==> src/lirs_pkg.sv <==
// shared types and constants of the linear interpolation resampler
// no dependencies
package lirs_pkg;

    localparam int SAMPLE_W = 16;
    localparam int STEP_W   = 20;
    localparam int PHASE_W  = 21;
    localparam int FRAC_W   = 16;

    localparam logic [STEP_W-1:0]  STEP_RESET = 20'd65536;
    localparam logic [STEP_W-1:0]  STEP_MIN   = 20'd8192;
    localparam logic [PHASE_W-1:0] ONE_Q16    = 21'd65536;

    // controller to datapath
    typedef struct packed {
        logic load;    // take the new item
        logic calc;    // form the next result and advance the phase
        logic emit;    // move the formed result into the output register
        logic wrap;    // leave the interpolation span for the clamp span
        logic finish;  // write back the stream state
    } t_lirs_cmd;

    // datapath to controller
    typedef struct packed {
        logic active;    // another result is due in the current span
        logic can_wrap;  // past the span end and the clamp span follows
        logic out_free;  // output register can take a result
    } t_lirs_sts;

endpackage

==> src/lirs_ctrl.sv <==
// controller of the resampler: sequences load, calc, emit, span wrap and write-back
// depends on lirs_pkg
module lirs_ctrl
    import lirs_pkg::*;
(
    input  logic      i_clk,
    input  logic      i_rst_n,
    input  logic      i_valid,
    output logic      o_stall,
    input  t_lirs_sts i_sts,
    output t_lirs_cmd o_cmd
);

    localparam logic [1:0] S_IDLE = 2'd0;
    localparam logic [1:0] S_STEP = 2'd1;
    localparam logic [1:0] S_EMIT = 2'd2;

    logic [1:0] r_state;
    logic [1:0] n_state;

    always_comb begin
        n_state = r_state;
        o_cmd   = '0;
        o_stall = 1'b1;
        unique case (r_state)
            S_IDLE: begin
                o_stall = 1'b0;
                if (i_valid) begin
                    o_cmd.load = 1'b1;
                    n_state    = S_STEP;
                end
            end
            S_STEP: begin
                priority if (i_sts.active) begin
                    o_cmd.calc = 1'b1;
                    n_state    = S_EMIT;
                end else if (i_sts.can_wrap) begin
                    o_cmd.wrap = 1'b1;
                end else begin
                    o_cmd.finish = 1'b1;
                    n_state      = S_IDLE;
                end
            end
            S_EMIT: begin
                if (i_sts.out_free) begin
                    o_cmd.emit = 1'b1;
                    n_state    = S_STEP;
                end
            end
            default: begin
                n_state = S_IDLE;
            end
        endcase
    end

    always_ff @(posedge i_clk) begin
        if (!i_rst_n) begin
            r_state <= S_IDLE;
        end else begin
            r_state <= n_state;
        end
    end

endmodule

==> src/lirs_dpath.sv <==
// datapath of the resampler: step register, stream state, multiplier, output register
// depends on lirs_pkg
module lirs_dpath
    import lirs_pkg::*;
(
    input  logic                       i_clk,
    input  logic                       i_rst_n,
    input  logic                       i_step_we,
    input  logic [STEP_W-1:0]          i_step,
    input  logic signed [SAMPLE_W-1:0] i_sample_in,
    input  logic                       i_end_of_stream,
    input  t_lirs_cmd                  i_cmd,
    output t_lirs_sts                  o_sts,
    output logic                       o_valid,
    input  logic                       i_stall,
    output logic signed [SAMPLE_W-1:0] o_sample_out,
    output logic                       o_last_of_run,
    output logic                       o_stream_done
);

    localparam int PROD_W = 2 * (SAMPLE_W + 1);
    localparam int SUM_W  = PROD_W - FRAC_W;

    logic [STEP_W-1:0]          r_step;
    logic signed [SAMPLE_W-1:0] r_prev;
    logic signed [SAMPLE_W-1:0] r_cur;
    logic                       r_have;
    logic                       r_eos;
    logic                       r_seg;     // 0 interpolation span, 1 clamp span
    logic [PHASE_W-1:0]         r_phase;
    logic signed [PROD_W-1:0]   r_prod;
    logic signed [SAMPLE_W-1:0] r_base;
    logic                       r_last;
    logic                       r_done;
    logic                       r_out_valid;
    logic signed [SAMPLE_W-1:0] r_out_sample;
    logic                       r_out_last;
    logic                       r_out_done;

    logic [STEP_W-1:0]          inc;
    logic [PHASE_W-1:0]         phase_next;
    logic                       in_range;
    logic                       next_in_range;
    logic                       next_in_clamp;
    logic                       more;
    logic signed [SAMPLE_W:0]   diff;
    logic signed [PROD_W-1:0]   prod;
    logic signed [SUM_W-1:0]    sum;

    assign inc           = (r_step < STEP_MIN) ? STEP_MIN : r_step;
    assign in_range      = (r_phase[PHASE_W-1:FRAC_W] == '0);
    assign phase_next    = r_phase + {1'b0, inc};
    assign next_in_range = (phase_next[PHASE_W-1:FRAC_W] == '0);
    // next position lands on the final sample, one span further on
    assign next_in_clamp = (phase_next[PHASE_W-1:FRAC_W+1] == '0) && phase_next[FRAC_W];
    assign more          = next_in_range || (!r_seg && r_eos && next_in_clamp);

    assign diff = {r_cur[SAMPLE_W-1], r_cur} - {r_prev[SAMPLE_W-1], r_prev};
    assign prod = diff * $signed({1'b0, r_phase[FRAC_W-1:0]});
    // floor of product over 2^16, added to the base sample (the previous sample, or the current one in the clamp span)
    assign sum  = {{(SUM_W-SAMPLE_W){r_base[SAMPLE_W-1]}}, r_base}
                + r_prod[PROD_W-1:FRAC_W];

    assign o_sts.active   = in_range && (!r_seg || r_eos);
    assign o_sts.can_wrap = !in_range && !r_seg && r_eos;
    assign o_sts.out_free = !r_out_valid || !i_stall;

    always_ff @(posedge i_clk) begin
        if (!i_rst_n) begin
            r_step  <= STEP_RESET;
            r_prev  <= '0;
            r_have  <= 1'b0;
            r_seg   <= 1'b0;
            r_phase <= '0;
        end else begin
            if (i_step_we) begin
                r_step <= i_step;
            end
            if (i_cmd.load) begin
                r_seg <= !r_have;
            end
            if (i_cmd.calc) begin
                r_phase <= phase_next;
            end
            if (i_cmd.wrap) begin
                r_phase <= r_phase - ONE_Q16;
                r_seg   <= 1'b1;
            end
            if (i_cmd.finish) begin
                if (r_eos) begin
                    r_prev  <= '0;
                    r_have  <= 1'b0;
                    r_phase <= '0;
                end else begin
                    r_prev  <= r_cur;
                    r_have  <= 1'b1;
                    r_phase <= r_seg ? r_phase : (r_phase - ONE_Q16);
                end
            end
        end
    end

    always_ff @(posedge i_clk) begin
        if (i_cmd.load) begin
            r_cur <= i_sample_in;
            r_eos <= i_end_of_stream;
        end
        if (i_cmd.calc) begin
            r_prod <= r_seg ? '0 : prod;
            r_base <= r_seg ? r_cur : r_prev;
            r_last <= !more;
            r_done <= !more && r_eos;
        end
    end

    // output register
    always_ff @(posedge i_clk) begin
        if (!i_rst_n) begin
            r_out_valid <= 1'b0;
        end else if (i_cmd.emit) begin
            r_out_valid <= 1'b1;
        end else if (!i_stall) begin
            r_out_valid <= 1'b0;
        end
    end

    always_ff @(posedge i_clk) begin
        if (i_cmd.emit) begin
            r_out_sample <= sum[SAMPLE_W-1:0];
            r_out_last   <= r_last;
            r_out_done   <= r_done;
        end
    end

    assign o_valid       = r_out_valid;
    assign o_sample_out  = r_out_sample;
    assign o_last_of_run = r_out_last;
    assign o_stream_done = r_out_done;

endmodule

==> src/linear_interp_resampler_unit.sv <==
// top level of the linear interpolation resampler; depends on lirs_pkg, lirs_ctrl, lirs_dpath
// per item: load; per result a multiply (calc) and a move into the output register (emit),
// which waits while the output register holds a stalled result; at end of stream a span
// wrap into the clamp span, and a write-back last; the next item is taken after the write-back
// the output register decouples the sides: a new item is taken while a result waits
// reset (i_rst_n low, synchronous): step back to 1.0, stream state cleared
module linear_interp_resampler_unit
    import lirs_pkg::*;
(
    input  logic                       i_clk,
    input  logic                       i_rst_n,
    // configuration: phase increment, Q4.16
    input  logic                       i_step_we,
    input  logic [STEP_W-1:0]          i_step,
    // input item channel
    input  logic                       i_valid,
    output logic                       o_stall,
    input  logic signed [SAMPLE_W-1:0] i_sample_in,
    input  logic                       i_end_of_stream,
    // result item channel
    output logic                       o_valid,
    input  logic                       i_stall,
    output logic signed [SAMPLE_W-1:0] o_sample_out,
    output logic                       o_last_of_run,
    output logic                       o_stream_done
);

    // command and status between the controller and the datapath
    t_lirs_cmd cmd;
    t_lirs_sts sts;

    // controller: idle, step decision, emit wait
    lirs_ctrl u_ctrl (
        .i_clk   (i_clk),
        .i_rst_n (i_rst_n),
        .i_valid (i_valid),
        .o_stall (o_stall),
        .i_sts   (sts),
        .o_cmd   (cmd)
    );

    // datapath: phase accumulator, one 17x17 multiply per result, output register
    lirs_dpath u_dpath (
        .i_clk           (i_clk),
        .i_rst_n         (i_rst_n),
        .i_step_we       (i_step_we),
        .i_step          (i_step),
        .i_sample_in     (i_sample_in),
        .i_end_of_stream (i_end_of_stream),
        .i_cmd           (cmd),
        .o_sts           (sts),
        .o_valid         (o_valid),
        .i_stall         (i_stall),
        .o_sample_out    (o_sample_out),
        .o_last_of_run   (o_last_of_run),
        .o_stream_done   (o_stream_done)
    );

endmodule

==> config.mk <==
export PLATFORM = sky130hd
export DESIGN_NAME = linear_interp_resampler_unit
export DESIGN_NICKNAME = d
export VERILOG_FILES = /design/src/lirs_pkg.sv /design/src/lirs_ctrl.sv /design/src/lirs_dpath.sv /design/src/linear_interp_resampler_unit.sv
export SDC_FILE = /design/constraint.sdc
export NUM_CORES = 1
export LEC_CHECK = 0
export ABC_CLOCK_PERIOD_IN_PS = 10000
export BUFFER_PORTS_ARGS = -buffer_cell sky130_fd_sc_hd__buf_2
export CAP_MARGIN = 5
export CORE_MARGIN = 1.5
export CORE_UTILIZATION = 35
export DETAILED_ROUTE_END_ITERATION = 8
export GPL_TIMING_DRIVEN = 0
export PLACE_DENSITY = 0.51
export SKIP_LAST_GASP = 1
export SLEW_MARGIN = 25
export SYNTH_ARGS = -nofsm -noshare
export SYNTH_HDL_FRONTEND = slang
export SYNTH_SLANG_ARGS = --single-unit
export TNS_END_PERCENT = 1
==> constraint.sdc <==
create_clock -name i_clk -period 10 [get_ports i_clk]
set_clock_uncertainty 0.05 [all_clocks]
set_input_delay 1.5 -clock i_clk [delete_from_list [all_inputs] [get_ports i_clk]]
set_output_delay 1.5 -clock i_clk [all_outputs]
set_load 0.005 [all_outputs]
==> results by group <==
Floorplanning
  – # IOs: 62
  – Die W: between 200 and 250 um
  – Full die area: between 0.05 and 0.06 sq mm
  – Core area: 0.0503 sq mm
  – Core Rows: 82
  – Die Y: 229 um
  – Initial Utilization: a little over a third

Setup path
  – FF-to-FF End: u_dpath.r_prod[23]
  – CP top delay family: adder cells
  – Setup crit end: u_dpath.r_prod[23]
  – Worst setup path class: reg2reg
  – Worst reg2reg setup slack: 0.69 ns
  – CP max-delay cell: fa_1
  – Worst setup EP type: flop
  – CP startpoint: u_dpath.r_cur[0]
  – Cells on worst reg2reg path: 28
  – CP bufs+invs: 6
  – RR Startpoint: u_dpath.r_cur[0]
  – Req. time, crit path: roughly 10 ns
  – Cell depth of the worst setup path: 28
  – CP Max Fanout: 10
  – Worst setup SP type: flop
  – Crit path top cell by count: fa_1
  – Crit-path max cell delay: ~0.55 ns
  – CP Data Arrival Time: between 9 and 10 ns

Final layout
  – Area of the multi-input gates: around 0.013 sq mm
  – Share of cells above drive strength 1: under 10%
  – Most common cell after layout, fill and taps aside: inv_1
  – Fillers: ~5,200
  – Storage element area: about 0.0033 sq mm
  – Antenna cell count: 0
  – Final Util: roughly two fifths
  – Commonest cells after routing, fill and taps aside: 363 x inv_1, 262 x fa_1, 206 x nand2_1
  – Nets: between 2,000 and 3,000
  – Final instance area: a little under 0.02 sq mm
  – Non-filler instance count after layout: approximately 2,700
  – Area Overhead vs Synth: 9.63%

Min path
  – Hold WC Path Type: reg2reg

Timing
  – Endpoints failing setup: 0
  – Max Slew Vio Count: 0
  – Period Utilization, post-route: slightly above 90%
  – Fmax: 107 MHz
  – RSZ-0062 raised after global routing: false
  – Final Hold Fails: 0
  – Final critical-path required period: slightly above 9 ns
  – Slew headroom: roughly 31%
  – Total Negative Setup Slacks: 0 ns
  – Slew of the pin with the lowest slew margin: 1.03 ns

GRT
  – GRT overflow: 0
  – Number of global-route vias before repair: 14,029
  – Global-route wire length before repair: just under 80,000 um
  – Pin count of the biggest net entering global routing: 44
  – Initial antenna violation count: 3
  – GRT Util Overall: 18.8%

Clocking
  – CTS HTree Levels: 4
  – Clk sink count: ~130
  – Clock root buffer: clkbuf_16
  – Post-CTS Hold Fix Bufs: 0
  – Worst-path clk slew: 0.06 ns
  – Clock Tree Buf Depth: 2
  – Worst-Skew Late Latency: between 0.4 and 0.5 ns
  – Post-CTS Resized: 0
  – Setup repair bufs after CTS: 0
  – TritonCTS clock tree: yes
  – CTS Buf Count: 17

Yosys
  – Mapped Avg Cell Area: between 8 and 9 sq um
  – Mapped Cells: a little under 2,000
  – Synth area leader: fa_1
  – Synth Flop Type: edfxtp_1
  – Part of the Yosys area used for sequential elements: 18.6%
  – FF+latch count, synth: between 100 and 150
  – Yosys cell types: 76
  – Post-synthesis cell area: roughly 0.018 sq mm
  – EDFF count, synth: between 60 and 70
  – Area share of the largest cell type after synthesis: between 20% and 30%
  – Synthesized Nets: 2,423
  – FFs w/ async S/R, synth: 0%
  – Synth Warn #: 0
  – Ranking of synthesized cells by area: fa_1 29%, edfxtp_1 12%, ha_1 9.5%, inv_1 7.6%, dfxtp_1 7.0%

Power
  – P_leak: about 8.9 nW
  – Pwr dens: 99.6 mW/mm^2
  – Maximum VDD drop: approximately 98 uV

Routing
  – # DRC: 0
  – DR vias/cell: slightly below 5
  – First DRT Iteration DRCs: between 700 and 800
  – DR pass1 iterations: 5
  – Vias: between 10,000 and 15,000
  – Remaining antenna violation count: 0
  – WL per Instance: between 15 and 20 um
  – Drt total wl: 47,500 um

Run
  – Max_cap viols: 0

Placement
  – Placed insts: ~2,700
  – Gp weighted congestion: around 0.91
  – Placed cell areas: about 0.019 sq mm
  – DP HPWL: just over 40,000 um
  – Port buffer count: slightly below 60

Outcome
  – Status: complete, no violations
-- per-layer routing --
layer	track usage [%]	vias to the layer above	routed length [um]
li1	-	6522	-
met4	5.18	0	987
met2	31.2	282	22200
met5	0	-	0
met3	2.32	41	2110
met1	25.9	6814	22200
-- stage by stage --
step	total power, mW	hold WS, ns	worst slack [ns]
finish	1.95	0.376	0.687
global placement	1.36	0.359	0.698
floorplan	1.14	0.350	2.44
detailed placement	1.37	0.371	0.685
CTS	1.98	0.383	0.621
global route	2.09	0.399	0.0983
-- cell families after synthesis --
kind of cell | count (synthesis) | synth area share (%)
AO/OA/AOI/OAI | 280 | 10.7
XOR/XNOR | 69 | 3.50
adder cells (fa/ha/maj) | 398 | 38.9
buffers and inverters | 461 | 9.78
flip-flops | 131 | 18.6
multiplexers | 22 | 1.24
AND/OR/NAND/NOR | 623 | 17.3
-- synth_stat cells, drive strengths merged, types with 19 or more instances --
cell type and n:
a21o 22, a21oi 72, a31oi 20, and2 118, clkbuf 81, dfxtp 62, edfxtp 69, fa 262
ha 135, inv 363, mux2i 21, nand2 206, nand2b 31, nand3 34, nor2 109, nor3 30
o21ai 72, xnor2 49, xor2 19
-- how the worst min path moves through the flow --
stage | from | endpoint | slack (ns) | cells after the start
after CTS | u_dpath.r_done | u_dpath.o_stream_done | 0.38 | 0
after global routing | u_dpath.r_done | u_dpath.o_stream_done | 0.40 | 0
after global placement | u_dpath.r_done | u_dpath.o_stream_done | 0.36 | 0
after detailed placement | u_dpath.r_done | u_dpath.o_stream_done | 0.37 | 0
after floorplan | u_dpath.r_last | u_dpath.o_last_of_run | 0.35 | 0
final | u_dpath.r_done | u_dpath.o_stream_done | 0.38 | 0
-- state kept, by name, summed over array words and instances, names as in the netlist --
name	count
u_dpath.r_phase	21
u_dpath.r_base	16
u_dpath.o_last_of_run	1
u_dpath.r_have	1
u_dpath.r_step	20
u_dpath.r_prod	16
u_dpath.r_eos	1
u_dpath.o_sample_out	16
u_dpath.o_valid	1
u_dpath.r_done	1
u_dpath.r_last	1
u_dpath.r_seg	1
u_dpath.r_prev	16
u_dpath.o_stream_done	1
u_ctrl.r_state	2
u_dpath.r_cur	16
-- final cells by class --
| class | count | share of cell area (%) |
|---|---|---|
| multi-input combinational | 1392 | 65.5 |
| clock inverter | 15 | 0.684 |
| tap | 672 | 4.30 |
| timing repair buffer | 59 | 1.51 |
| clock buffer | 17 | 2.17 |
| buffer | 98 | 1.97 |
| sequential | 131 | 16.9 |
| inverter | 363 | 6.96 |
-- where the power goes --
part / switching [mW] / total (mW) / internal [mW] / leakage, nW
combinational: 0.462 / 0.711 / 0.249 / 7.46
sequential: 0.0232 / 0.642 / 0.619 / 1.15
clock: 0.256 / 0.598 / 0.341 / 0.254
Note: power is estimated with default switching activity, not from simulation.
